**config.mk**
```make
export PLATFORM = sky130hd
export DESIGN_NAME = rx_loss_failsafe_controller_unit_flat
export DESIGN_NICKNAME = d
export VERILOG_FILES = /design/src/rtl/rlfc_pkg.sv /design/src/rtl/rlfc_in_if.sv /design/src/rtl/rlfc_out_if.sv /design/src/rtl/rlfc_datapath.sv /design/src/rtl/rlfc_ctrl.sv /design/src/rtl/rx_loss_failsafe_controller_unit.sv /design/src/flat_wrapper.sv
export SDC_FILE = /design/constraint.sdc
export NUM_CORES = 2
export LEC_CHECK = 0
export BUFFER_PORTS_ARGS = -buffer_cell sky130_fd_sc_hd__buf_2
export CAP_MARGIN = 20
export CORE_MARGIN = 3
export CORE_UTILIZATION = 59
export DETAILED_ROUTE_END_ITERATION = 16
export HOLD_SLACK_MARGIN = 0.03
export PLACE_DENSITY_LB_ADDON = 0.2
export SYNTH_ARGS = -nofsm -noshare
export SYNTH_HDL_FRONTEND = slang
export SYNTH_SLANG_ARGS = --single-unit
```
**constraint.sdc**
```tcl
create_clock -name i_clk -period 6.66 [get_ports i_clk]
set_clock_uncertainty 0.15 [all_clocks]
set_input_delay 0.666 -clock i_clk [delete_from_list [all_inputs] [get_ports i_clk]]
set_output_delay 0.666 -clock i_clk [all_outputs]
set_load 0.01 [all_outputs]
```
**src/rtl/rlfc_pkg.sv**
```systemverilog
// Shared types, constants and codes of the receiver-loss failsafe controller.
package rlfc_pkg;

    // Time arithmetic width; every timestamp wraps modulo 2^TIME_BITS (16 to 64).
    localparam int TIME_BITS = 32;
    typedef logic [TIME_BITS-1:0] t_time;

    localparam int NOW_W      = 32;
    localparam int SUS_W      = 32;
    localparam int CFG_W      = 11;
    localparam int CFG_IDX_W  = 3;
    localparam int HOLD_W     = 15;
    localparam int EVT_W      = 16;
    localparam int THR_W      = 11;

    localparam int TENTH_MS        = 100;
    localparam int RX_FAIL_BASE_MS = 200;
    localparam int RX_RECOVER_MS   = 200;
    localparam int HOLD_1S         = 1000;
    localparam int HOLD_3S         = 3000;
    localparam int HOLD_30S        = 30000;

    // Phase passes allowed in one update.
    localparam int MAX_PASSES = 8;
    localparam int PASS_W     = $clog2(MAX_PASSES);

    // x / 1000 for any 32-bit x: (x * DIV_RECIP) >> DIV_SHIFT; quotient up to 4294967.
    localparam logic [SUS_W-1:0] DIV_RECIP = 32'd274877907;
    localparam int DIV_SHIFT = 38;
    localparam int QUOT_W    = 23;

    typedef enum logic [2:0] {
        FN_UPDATE  = 3'd0,
        FN_GOOD    = 3'd1,
        FN_BAD     = 3'd2,
        FN_SUSPEND = 3'd3,
        FN_RESUME  = 3'd4
    } t_func;

    typedef enum logic [CFG_IDX_W-1:0] {
        CFG_FAIL_DELAY = 3'd0,
        CFG_LAND_TIME  = 3'd1,
        CFG_LAND_THR   = 3'd2,
        CFG_THR_LOW    = 3'd3,
        CFG_KILL_MODE  = 3'd4,
        CFG_PROCEDURE  = 3'd5,
        CFG_MONITOR    = 3'd6
    } t_cfg_idx;

    typedef enum logic [2:0] {
        PH_IDLE      = 3'd0,
        PH_LOSS      = 3'd1,
        PH_LANDING   = 3'd2,
        PH_LANDED    = 3'd3,
        PH_MONITOR   = 3'd4,
        PH_RECOVERED = 3'd5
    } t_phase;

    typedef enum logic [1:0] {
        LK_NONE  = 2'd0,
        LK_SET   = 2'd1,
        LK_CLEAR = 2'd2
    } t_lock;

    typedef struct packed {
        logic [2:0]       func;
        logic [NOW_W-1:0] now_ms;
        logic [SUS_W-1:0] suspend_us;
        logic             armed;
        logic             throttle_low;
        logic             switch_on;
    } t_in_item;

    typedef struct packed {
        logic [2:0]       phase_now;
        logic             is_active;
        logic             link_is_up;
        logic             apply_override;
        logic [THR_W-1:0] throttle_out;
        logic             disarm_now;
        logic [1:0]       arming_lock;
        logic [EVT_W-1:0] event_total;
    } t_out_item;

    typedef enum logic [2:0] {
        ST_IDLE,
        ST_DECODE,
        ST_SUS,
        ST_PASS,
        ST_DONE
    } t_ctl_state;

    typedef struct packed {
        logic capture;
        logic decode;
        logic sus_add;
        logic pass_step;
        logic out_load;
    } t_ctl_cmd;

    typedef struct packed {
        logic is_suspend;
        logic is_update_run;
        logic again;
    } t_dp_status;

endpackage

```
**src/rtl/rlfc_in_if.sv**
```systemverilog
// Input channel: valid/ready handshake carrying one event transaction.
interface rlfc_in_if;
    import rlfc_pkg::*;

    logic     valid;
    logic     ready;
    t_in_item data;

    modport source (output valid, output data, input ready);
    modport sink   (input valid, input data, output ready);
endinterface

```
**src/rtl/rlfc_out_if.sv**
```systemverilog
// Output channel: valid/ready handshake carrying one result transaction.
interface rlfc_out_if;
    import rlfc_pkg::*;

    logic      valid;
    logic      ready;
    t_out_item data;

    modport source (output valid, output data, input ready);
    modport sink   (input valid, input data, output ready);
endinterface

```
**src/rtl/rlfc_datapath.sv**
```systemverilog
// Datapath: configuration, link tracking, phase pass logic and result register.
module rlfc_datapath (
    input  logic                              i_clk,
    input  logic                              i_rst_n,
    input  rlfc_pkg::t_ctl_cmd                i_cmd,
    output rlfc_pkg::t_dp_status              o_status,
    input  rlfc_pkg::t_in_item                i_item,
    input  logic                              i_cfg_we,
    input  logic [rlfc_pkg::CFG_IDX_W-1:0]    i_cfg_idx,
    input  logic [rlfc_pkg::CFG_W-1:0]        i_cfg_wdata,
    output rlfc_pkg::t_out_item               o_item
);
    import rlfc_pkg::*;

    // Configuration registers
    logic [7:0]       r_cfg_fail;
    logic [7:0]       r_cfg_land_time;
    logic [THR_W-1:0] r_cfg_land_thr;
    logic [8:0]       r_cfg_thr_low;
    logic             r_cfg_kill;
    logic             r_cfg_proc;
    logic             r_cfg_monitor;

    // Captured transaction
    logic [2:0]       r_func;
    t_time            r_now;
    logic [SUS_W-1:0] r_sus;
    logic             r_armed;
    logic             r_thr_low;
    logic             r_sw_on;

    // Failsafe state
    t_phase           r_phase;
    logic             r_active;
    logic             r_link;
    t_time            r_good;
    t_time            r_bad;
    t_time            r_thr_dl;
    t_time            r_land_dl;
    t_time            r_rearm_dl;
    logic [HOLD_W-1:0] r_hold;
    logic [EVT_W-1:0] r_evt;

    // Per-update actions
    logic             r_ovr;
    logic             r_disarm;
    t_lock            r_lock;

    logic [QUOT_W-1:0] r_quot;
    t_out_item         r_out;

    // Next values of one phase pass
    t_phase            n_phase;
    logic              n_active;
    t_time             n_thr_dl;
    t_time             n_land_dl;
    t_time             n_rearm_dl;
    logic [HOLD_W-1:0] n_hold;
    logic [EVT_W-1:0]  n_evt;
    logic              n_ovr;
    logic              n_disarm;
    t_lock             n_lock;
    logic              pass_again;

    logic [2*SUS_W-1:0] sus_prod;
    t_time low_period;
    t_time land_period;
    t_time fail_window;
    t_time thr_dl_new;
    t_time thr_dl_eff;
    t_time good_age;
    t_time bad_age;
    t_time rearm_new;

    always_ff @(posedge i_clk) begin
        if (!i_rst_n) begin
            r_cfg_fail      <= 8'd10;
            r_cfg_land_time <= 8'd200;
            r_cfg_land_thr  <= THR_W'(1000);
            r_cfg_thr_low   <= 9'd100;
            r_cfg_kill      <= 1'b0;
            r_cfg_proc      <= 1'b0;
            r_cfg_monitor   <= 1'b0;
        end else if (i_cfg_we) begin
            unique case (i_cfg_idx)
                CFG_FAIL_DELAY: r_cfg_fail      <= i_cfg_wdata[7:0];
                CFG_LAND_TIME:  r_cfg_land_time <= i_cfg_wdata[7:0];
                CFG_LAND_THR:   r_cfg_land_thr  <= i_cfg_wdata[THR_W-1:0];
                CFG_THR_LOW:    r_cfg_thr_low   <= i_cfg_wdata[8:0];
                CFG_KILL_MODE:  r_cfg_kill      <= i_cfg_wdata[0];
                CFG_PROCEDURE:  r_cfg_proc      <= i_cfg_wdata[0];
                CFG_MONITOR:    r_cfg_monitor   <= i_cfg_wdata[0];
                default: ;
            endcase
        end
    end

    always_comb begin
        low_period  = t_time'(r_cfg_thr_low * TENTH_MS);
        land_period = t_time'(r_cfg_land_time * TENTH_MS);
        fail_window = t_time'(RX_FAIL_BASE_MS + r_cfg_fail * TENTH_MS);
        good_age    = r_now - r_bad;
        bad_age     = r_now - r_good;
        thr_dl_new  = r_now + low_period;
        rearm_new   = r_now + t_time'(r_hold);
        sus_prod    = {{SUS_W{1'b0}}, r_sus} * {{SUS_W{1'b0}}, DIV_RECIP};
    end

    // One pass of the phase machine; link state is fixed for the whole update.
    always_comb begin
        n_phase    = r_phase;
        n_active   = r_active;
        n_thr_dl   = r_thr_dl;
        n_land_dl  = r_land_dl;
        n_rearm_dl = r_rearm_dl;
        n_hold     = r_hold;
        n_evt      = r_evt;
        n_ovr      = r_ovr;
        n_disarm   = r_disarm;
        n_lock     = r_lock;
        pass_again = 1'b0;
        thr_dl_eff = r_thr_low ? r_thr_dl : thr_dl_new;
        unique case (r_phase)
            PH_IDLE: begin
                if (r_armed) begin
                    n_thr_dl = thr_dl_eff;
                    if (r_sw_on && r_cfg_kill) begin
                        n_active   = 1'b1;
                        n_land_dl  = r_now + land_period;
                        n_evt      = (r_evt != '1) ? r_evt + 1'b1 : r_evt;
                        n_phase    = PH_LANDED;
                        n_hold     = HOLD_W'(HOLD_1S);
                        pass_again = 1'b1;
                    end else if (!r_link) begin
                        if (r_now > thr_dl_eff) begin
                            n_active  = 1'b1;
                            n_land_dl = r_now + land_period;
                            n_evt     = (r_evt != '1) ? r_evt + 1'b1 : r_evt;
                            n_phase   = PH_LANDED;
                            n_hold    = HOLD_W'(HOLD_3S);
                        end else begin
                            n_phase = PH_LOSS;
                        end
                        pass_again = 1'b1;
                    end
                end else begin
                    n_thr_dl = '0;
                end
            end
            PH_LOSS: begin
                if (r_link) begin
                    n_phase = PH_RECOVERED;
                end else begin
                    n_active  = 1'b1;
                    n_land_dl = r_now + land_period;
                    n_evt     = (r_evt != '1) ? r_evt + 1'b1 : r_evt;
                    n_phase   = PH_LANDING;
                    if (r_cfg_proc) begin
                        n_phase = PH_LANDED;
                        n_hold  = HOLD_W'(HOLD_3S);
                    end
                end
                pass_again = 1'b1;
            end
            PH_LANDING: begin
                if (r_link) begin
                    n_phase    = PH_RECOVERED;
                    pass_again = 1'b1;
                end
                if (r_armed) begin
                    n_ovr = 1'b1;
                end
                // Landing timeout or disarmed wins over recovery
                if ((r_now > r_land_dl) || !r_armed) begin
                    n_hold     = HOLD_W'(HOLD_30S);
                    n_phase    = PH_LANDED;
                    pass_again = 1'b1;
                end
            end
            PH_LANDED: begin
                n_lock     = LK_SET;
                n_disarm   = 1'b1;
                n_rearm_dl = rearm_new;
                n_phase    = PH_MONITOR;
                pass_again = 1'b1;
            end
            PH_MONITOR: begin
                if (r_link) begin
                    if (r_now > r_rearm_dl) begin
                        n_lock     = LK_CLEAR;
                        n_phase    = PH_RECOVERED;
                        pass_again = 1'b1;
                    end
                end else begin
                    n_rearm_dl = rearm_new;
                end
            end
            PH_RECOVERED: begin
                n_thr_dl   = thr_dl_new;
                n_phase    = PH_IDLE;
                n_active   = 1'b0;
                pass_again = 1'b1;
            end
            default: begin
                n_phase = PH_IDLE;
            end
        endcase
    end

    always_ff @(posedge i_clk) begin
        if (!i_rst_n) begin
            r_phase    <= PH_IDLE;
            r_active   <= 1'b0;
            r_link     <= 1'b0;
            r_good     <= '0;
            r_bad      <= '0;
            r_thr_dl   <= '0;
            r_land_dl  <= '0;
            r_rearm_dl <= '0;
            r_hold     <= '0;
            r_evt      <= '0;
            r_ovr      <= 1'b0;
            r_disarm   <= 1'b0;
            r_lock     <= LK_NONE;
        end else if (i_cmd.capture) begin
            r_ovr    <= 1'b0;
            r_disarm <= 1'b0;
            r_lock   <= LK_NONE;
        end else if (i_cmd.decode) begin
            unique case (r_func)
                FN_GOOD: begin
                    r_good <= r_now;
                    if (good_age > t_time'(RX_RECOVER_MS)) begin
                        r_link <= 1'b1;
                    end
                end
                FN_BAD: begin
                    r_bad <= r_now;
                    if (bad_age > fail_window) begin
                        r_link <= 1'b0;
                    end
                end
                FN_RESUME: begin
                    r_good <= r_now;
                    r_link <= 1'b1;
                end
                default: ;
            endcase
        end else if (i_cmd.sus_add) begin
            r_good <= r_good + t_time'(r_quot);
        end else if (i_cmd.pass_step) begin
            r_phase    <= n_phase;
            r_active   <= n_active;
            r_thr_dl   <= n_thr_dl;
            r_land_dl  <= n_land_dl;
            r_rearm_dl <= n_rearm_dl;
            r_hold     <= n_hold;
            r_evt      <= n_evt;
            r_ovr      <= n_ovr;
            r_disarm   <= n_disarm;
            r_lock     <= n_lock;
        end
    end

    // Transaction capture, quotient register and result register
    always_ff @(posedge i_clk) begin
        if (i_cmd.capture) begin
            r_func    <= i_item.func;
            r_now     <= t_time'(i_item.now_ms);
            r_sus     <= i_item.suspend_us;
            r_armed   <= i_item.armed;
            r_thr_low <= i_item.throttle_low;
            r_sw_on   <= i_item.switch_on;
        end
        if (i_cmd.decode) begin
            r_quot <= sus_prod[DIV_SHIFT +: QUOT_W];
        end
        if (i_cmd.out_load) begin
            r_out.phase_now      <= r_phase;
            r_out.is_active      <= r_active;
            r_out.link_is_up     <= r_link;
            r_out.apply_override <= r_ovr;
            r_out.throttle_out   <= r_cfg_land_thr;
            r_out.disarm_now     <= r_disarm;
            r_out.arming_lock    <= r_lock;
            r_out.event_total    <= r_evt;
        end
    end

    assign o_status.is_suspend    = (r_func == FN_SUSPEND);
    assign o_status.is_update_run = (r_func == FN_UPDATE) && r_cfg_monitor;
    assign o_status.again         = pass_again;
    assign o_item                 = r_out;

endmodule

```
**src/rtl/rlfc_ctrl.sv**
```systemverilog
// Controller: sequences capture, event decode, suspend add, phase passes and result hand-off.
module rlfc_ctrl (
    input  logic                  i_clk,
    input  logic                  i_rst_n,
    input  logic                  i_in_valid,
    output logic                  o_in_ready,
    output logic                  o_out_valid,
    input  logic                  i_out_ready,
    input  rlfc_pkg::t_dp_status  i_status,
    output rlfc_pkg::t_ctl_cmd    o_cmd
);
    import rlfc_pkg::*;

    t_ctl_state        r_state;
    t_ctl_state        n_state;
    logic [PASS_W-1:0] r_pass_cnt;
    logic              r_out_valid;
    logic              last_pass;
    logic              out_free;

    assign last_pass = (r_pass_cnt == PASS_W'(MAX_PASSES - 1));
    assign out_free  = !r_out_valid || i_out_ready;

    always_comb begin
        n_state = r_state;
        unique case (r_state)
            ST_IDLE: begin
                if (i_in_valid) begin
                    n_state = ST_DECODE;
                end
            end
            ST_DECODE: begin
                priority if (i_status.is_suspend) begin
                    n_state = ST_SUS;
                end else if (i_status.is_update_run) begin
                    n_state = ST_PASS;
                end else begin
                    n_state = ST_DONE;
                end
            end
            ST_SUS: n_state = ST_DONE;
            ST_PASS: begin
                if (!i_status.again || last_pass) begin
                    n_state = ST_DONE;
                end
            end
            ST_DONE: begin
                if (out_free) begin
                    n_state = ST_IDLE;
                end
            end
            default: n_state = ST_IDLE;
        endcase
    end

    always_comb begin
        o_cmd      = '0;
        o_in_ready = 1'b0;
        unique case (r_state)
            ST_IDLE: begin
                o_in_ready    = 1'b1;
                o_cmd.capture = i_in_valid;
            end
            ST_DECODE: o_cmd.decode    = 1'b1;
            ST_SUS:    o_cmd.sus_add   = 1'b1;
            ST_PASS:   o_cmd.pass_step = 1'b1;
            ST_DONE:   o_cmd.out_load  = out_free;
            default: ;
        endcase
    end

    always_ff @(posedge i_clk) begin
        if (!i_rst_n) begin
            r_state     <= ST_IDLE;
            r_pass_cnt  <= '0;
            r_out_valid <= 1'b0;
        end else begin
            r_state <= n_state;
            // restart the pass count for every transaction
            if (r_state == ST_DECODE) begin
                r_pass_cnt <= '0;
            end else if (r_state == ST_PASS) begin
                r_pass_cnt <= r_pass_cnt + 1'b1;
            end
            if (o_cmd.out_load) begin
                r_out_valid <= 1'b1;
            end else if (i_out_ready) begin
                r_out_valid <= 1'b0;
            end
        end
    end

    assign o_out_valid = r_out_valid;

    a_pass_stop: assert property (@(posedge i_clk) disable iff (!i_rst_n)
        (r_state == ST_PASS) && !i_status.again |=> (r_state == ST_DONE))
        else $error("phase chain kept running after a final pass");

    a_no_overwrite: assert property (@(posedge i_clk) disable iff (!i_rst_n)
        o_cmd.out_load |-> (!r_out_valid || i_out_ready))
        else $error("result register loaded over an unread result");

    a_accept_decode: assert property (@(posedge i_clk) disable iff (!i_rst_n)
        (r_state == ST_IDLE) && i_in_valid |=> (r_state == ST_DECODE))
        else $error("accepted transaction not decoded");

    a_pass_bound: assert property (@(posedge i_clk) disable iff (!i_rst_n)
        (r_state == ST_PASS) && last_pass |=> (r_state == ST_DONE))
        else $error("phase chain exceeded its pass limit");

endmodule

```
**src/rtl/rx_loss_failsafe_controller_unit.sv**
```systemverilog
// Top level of the receiver-loss failsafe controller.
//
//  Port            Dir   Kind          Contents
//  i_in            in    valid/ready   func, now_ms, suspend_us, armed, throttle_low, switch_on
//  o_out           out   valid/ready   phase, active, link, override, throttle, disarm, lock, count
//  i_cfg_*         in    write only    i_cfg_we, i_cfg_idx, i_cfg_wdata
//
// One transaction at a time: frame, bad frame, resume and unused events go from acceptance
// through decode to the result step, suspend also runs an add step (registered divide-by-1000
// multiply, then add), and an update runs its phase passes between decode and the result step,
// none with monitoring off and at most 8 otherwise.
// A finished result sits in the output register; the next transaction is accepted meanwhile
// and waits in its last step until that register is free.
// Synchronous active-low reset restores configuration and failsafe state to defaults.
module rx_loss_failsafe_controller_unit (
    input  logic                            i_clk,
    input  logic                            i_rst_n,
    rlfc_in_if.sink                         i_in,
    rlfc_out_if.source                      o_out,
    input  logic                            i_cfg_we,
    input  logic [rlfc_pkg::CFG_IDX_W-1:0]  i_cfg_idx,
    input  logic [rlfc_pkg::CFG_W-1:0]      i_cfg_wdata
);
    import rlfc_pkg::*;

    t_ctl_cmd   ctl_cmd;
    t_dp_status dp_status;

    rlfc_ctrl u_ctrl (
        .i_clk       (i_clk),
        .i_rst_n     (i_rst_n),
        .i_in_valid  (i_in.valid),
        .o_in_ready  (i_in.ready),
        .o_out_valid (o_out.valid),
        .i_out_ready (o_out.ready),
        .i_status    (dp_status),
        .o_cmd       (ctl_cmd)
    );

    rlfc_datapath u_datapath (
        .i_clk       (i_clk),
        .i_rst_n     (i_rst_n),
        .i_cmd       (ctl_cmd),
        .o_status    (dp_status),
        .i_item      (i_in.data),
        .i_cfg_we    (i_cfg_we),
        .i_cfg_idx   (i_cfg_idx),
        .i_cfg_wdata (i_cfg_wdata),
        .o_item      (o_out.data)
    );

endmodule

```
**src/flat_wrapper.sv**
```systemverilog
// flat-port wrapper written by rule: the top's interface ports become plain ports
module rx_loss_failsafe_controller_unit_flat import rlfc_pkg::*;
  (i_clk, i_rst_n, i_cfg_we, i_cfg_idx, i_cfg_wdata, i_in_valid, i_in_data, i_in_ready, o_out_valid, o_out_data, o_out_ready);
  rlfc_in_if i_in_i ();
  rlfc_out_if o_out_i ();
  input  logic i_clk;
  input  logic i_rst_n;
  input  logic i_cfg_we;
  input  logic [rlfc_pkg::CFG_IDX_W-1:0] i_cfg_idx;
  input  logic [rlfc_pkg::CFG_W-1:0] i_cfg_wdata;
  input wire logic [$bits(i_in_i.valid)-1:0] i_in_valid;
  input wire logic [$bits(i_in_i.data)-1:0] i_in_data;
  output wire logic [$bits(i_in_i.ready)-1:0] i_in_ready;
  output wire logic [$bits(o_out_i.valid)-1:0] o_out_valid;
  output wire logic [$bits(o_out_i.data)-1:0] o_out_data;
  input wire logic [$bits(o_out_i.ready)-1:0] o_out_ready;
  assign i_in_i.valid = i_in_valid;
  assign i_in_i.data = i_in_data;
  assign i_in_ready = i_in_i.ready;
  assign o_out_valid = o_out_i.valid;
  assign o_out_data = o_out_i.data;
  assign o_out_i.ready = o_out_ready;
  rx_loss_failsafe_controller_unit u_core (.i_clk(i_clk), .i_rst_n(i_rst_n), .i_in(i_in_i), .o_out(o_out_i), .i_cfg_we(i_cfg_we), .i_cfg_idx(i_cfg_idx), .i_cfg_wdata(i_cfg_wdata));
endmodule
```
==> impl.org <==
** Run status
- Outcome :: finished with violations
- Failing checks :: negative setup slack

** Die
- Standard-cell row count :: 94
- Die footprint :: 69,960 µm²
- During I/O placement, the number of pins put on the boundary was 127.
- In this run the standard cell core region covers 65,980 µm².
- From bottom edge to top edge, the die measures 264.5 µm.
- Initial core utilization :: 59.75%
- Horizontal die dimension :: 264.5 µm

** Route
- Wire segments on met3 add up to 9.295 mm in the final route.
- Total vias in the final route :: 33,090
- Routed wl met2 :: 52.93 mm
- Final routed wirelength across all metal layers :: 115.0 mm
- Via-to-Cell Ratio :: 5.838
- Dividing the detail-routed wire length by the instance count gives 20.29 µm.
- After detailed routing, no signal wire sits above met4.
- Met1 wire length :: 48.59 mm
- In the routed design, unresolved DRC markers number 0.
- In this run, the number of DRC markers left after iteration 0 of detailed routing was 2,591.
- Number of nets still failing antenna checks after routing :: 0
- The first detailed-routing pass ran for 6 iterations.

** Timing
- Endpoints failing setup :: 77
- Dividing the final minimum period by the clock period gives 113.1%.
- Minimum period implied by the final worst setup slack :: 7.531 ns
- Measured against its own limit, the worst slew margin works out to 17.66%.
- Final worst slack :: -0.8707 ns
- At the pin with the least slew margin, the transition time is 1.226 ns.
- Setup repair after global routing could not meet its margin everywhere.
- Number of max-slew violations in the final report :: 0
- The total count of hold-check failures in the final report was 0.
- Max Fclk :: 132.8 MHz

** Synth
- Cell type contributing the most total cell area after synthesis :: sky130_fd_sc_hd__ha_1
- Top post-synthesis cells by count :: sky130_fd_sc_hd__inv_1, sky130_fd_sc_hd__ha_1, sky130_fd_sc_hd__nand2_1
- Distinct cell type count after synthesis :: 88
- Counting every instance in the synthesized netlist gives 4,362.
- The cell area that synthesis handed to floorplanning was 39,420 µm².
- Number of enable flip-flop cells after synthesis :: 129
- Each instance of the synthesized netlist takes up on average 9.038 µm².
- YS warnings :: 0
- In this run, synthesis produced a sequential element count of 366.
- Yosys attributes the largest share of cell area to sky130_fd_sc_hd__ha_1, sky130_fd_sc_hd__fa_1, sky130_fd_sc_hd__dfxtp_1.
- Net count of the mapped netlist :: 5,479
- Most used DFF post-synth :: sky130_fd_sc_hd__dfxtp_1
- Most common cell in the synthesized netlist :: sky130_fd_sc_hd__inv_1
- In the synthesized netlist the async set-or-reset flop fraction comes to 0%.
- Synth top area share :: 22.66%
- Sequential fraction of the synthesis area :: 21.86%

** Final layout
- Net count, final :: 5,880
- Area used by multi-input combinational logic :: 28,920 µm²
- The post-route netlist has 17.08% of its cells at a drive strength greater than 1.
- Registers take 8633 µm².
- After the flow finishes, the layout carries non-filler instances totaling 5,668.
- Counting the fill cells in the layout gives 4,908.
- Measured on the finished design, the core utilization comes to 70.88%.
- The area growth from synthesis to layout is 18.63%.

** Clocking
- In this run, CTS created clock tree buffers numbering 46.
- The H-tree was split into 2 levels.
- Clock-pin slew reported for the worst setup and hold paths after clock tree synthesis :: 0.06 ns
- Counting every sink on the clock net gives 366.
- Clock Root Buffer :: sky130_fd_sc_hd__clkbuf_16
- For this design, the CTS-stage hold fixing added 0 buffers.
- Max Root-Sink Buffers :: 3
- For the worst-skew pair, the clock arrives at the later sink with an insertion delay of 0.62 ns.
- TritonCTS built the clock tree.

** Critical path
- The worst setup path is of the reg2reg kind.
- The most numerous cell type found on the critical path is sky130_fd_sc_hd__fa_1.
- Launching element type of the critical path :: flip-flop
- Reg2reg path depth :: 25
- Crit path arrival time :: 7.72 ns
- STA classifies the critical path endpoint as a flip-flop.
- Longest individual stage delay on the worst path :: 0.54 ns
- Along the worst path, the maximum fanout reaches 5.
- At the worst endpoint, the required time is 6.85 ns.
- The largest individual stage delay along the critical path comes from the cell sky130_fd_sc_hd__fa_1.

** Global route
- The first global-routing pass estimated 178.6 mm of wire.
- Entering global routing, the biggest net connects 110 pins.
- The via count of the first global-routing pass came to 32,930.
- Summed over all layers, the global routing overflow is 0.
- Global routing used 32.16% of the available tracks.
- Number of antenna violations at the first check in global routing :: 3

** Placement
- After detailed placement, the design holds a cell count of 5,498.
- DP Wirelength :: 84.95 mm
- RD Place Congestion :: 0.9331
- Buffers placed on the I/O ports in this run total 126.

** Hold path
- Hold Path Stages :: 1
- Worst Hold Class :: in2reg

** Run
- Max-cap violations :: 0
worst max-delay path: cells and delay by family, from the launching register on:
family          cells  cell delay (ns)
compound gates      4             0.83
simple gates        5             1.08
buf+inv             6             0.56
flops               1             0.53
xor+xnor            1             0.12
fa+ha+maj           9             3.99
placed cells by master, fill, tap and decap left out, types with 19 or more instances in the layout:
cell type	synthesis	routed
sky130_fd_sc_hd__a31oi_1	27	26
sky130_fd_sc_hd__a21o_1	91	91
sky130_fd_sc_hd__o21bai_1	25	24
sky130_fd_sc_hd__nand2b_1	33	31
sky130_fd_sc_hd__inv_2	2	30
sky130_fd_sc_hd__o31ai_1	19	19
sky130_fd_sc_hd__dfxtp_1	237	233
sky130_fd_sc_hd__nand3_1	84	79
sky130_fd_sc_hd__ha_4	0	41
sky130_fd_sc_hd__a21oi_1	309	272
sky130_fd_sc_hd__buf_2	3	126
sky130_fd_sc_hd__buf_6	1	43
sky130_fd_sc_hd__nor2_1	212	198
sky130_fd_sc_hd__a211oi_1	39	31
sky130_fd_sc_hd__nand4_1	51	51
sky130_fd_sc_hd__xnor2_1	120	108
sky130_fd_sc_hd__and3_1	31	31
sky130_fd_sc_hd__a21oi_2	0	32
sky130_fd_sc_hd__clkbuf_16	0	48
sky130_fd_sc_hd__fa_1	314	295
sky130_fd_sc_hd__o211ai_1	31	31
sky130_fd_sc_hd__nor2b_1	41	40
sky130_fd_sc_hd__o21a_1	24	24
sky130_fd_sc_hd__inv_1	773	745
sky130_fd_sc_hd__xor2_1	71	68
sky130_fd_sc_hd__mux2i_1	50	50
sky130_fd_sc_hd__edfxtp_1	129	129
sky130_fd_sc_hd__ha_1	714	671
sky130_fd_sc_hd__o21ai_0	142	121
sky130_fd_sc_hd__buf_4	0	287
sky130_fd_sc_hd__a22oi_1	27	27
sky130_fd_sc_hd__nand2_1	360	335
sky130_fd_sc_hd__fa_2	0	19
sky130_fd_sc_hd__nor3_1	57	50
cell families after synthesis:
family,synth area share [%]
DFF,21.86
buffers and inverters,8.550
and+or+nand+nor,11.57
AOI/OAI and AO/OA,13.84
adders and majority gates,38.61
xor gates and xnor gates,4.243
muxes,1.336
per-layer routing:
| metal | up-vias | global-route usage (%) |
|---|---|---|
| met5 | - | 0 |
| met4 | 0 | 9.949 |
| met3 | 265 | 5.820 |
| met2 | 1228 | 52.39 |
| met1 | 15950 | 43.85 |
| li1 | 15640 | - |
worst paths after layout:
| check | startpoint | to | slack [ns] |
|---|---|---|---|
| max | u_core.u_datapath.r_sus[19] | u_core.u_datapath.r_quot[12] | -0.87 |
| max reg2reg | u_core.u_datapath.r_sus[19] | u_core.u_datapath.r_quot[12] | -0.87 |
| min | i_in_data[35] | u_core.u_datapath.r_now[0] | 0.07 |
| min reg2reg | u_core.u_datapath.r_cfg_land_thr[8] | u_core.u_datapath.o_item[27] | 0.28 |
flip-flops by register name (all words and copies together) (netlist names), 23 cells and up:
register	cells
u_core.u_datapath.r_quot	23
u_core.u_datapath.r_thr_dl	32
u_core.u_datapath.r_now	32
u_core.u_datapath.o_item	36
u_core.u_datapath.r_land_dl	32
u_core.u_datapath.r_bad	32
u_core.u_datapath.r_rearm_dl	32
u_core.u_datapath.r_sus	32
u_core.u_datapath.r_good	32
area by class of cell:
type                       count  area share [%]
clock inverter                27          0.8427
multi-input combinational   3101           61.84
tap                          864           2.311
sequential                   366           18.46
timing repair buffer         472           7.702
inverter                     776           6.239
antenna                        3         0.01605
clock buffer                  59           2.587
repair_timing:
item                                    in CTS  in global routing
pin swaps                                  127                142
setup buffers                               61                 31
endpoints found under the setup margin      79                 79
gates cloned                                 7                  2
resized for setup                          182                181
metrics by stage:
stage	hold WS, ns	worst slack, ns	area, µm²	setup TNS [ns]
2_1_floorplan	0.2519	-0.3043	39450	-1.982
3_3_place_gp	0.2620	-0.8080	42740	-45.50
3_5_place_dp	0.2646	-0.9805	42760	-52.51
4_1_cts	0.05225	-0.7290	45850	-14.74
5_1_grt	0.05821	-1.127	46770	-46.62
6_report	0.07232	-0.8707	46770	-25.61
Power is not shown: default switching activity piles up to over one toggle a cycle in this logic, so the estimate is an artifact.
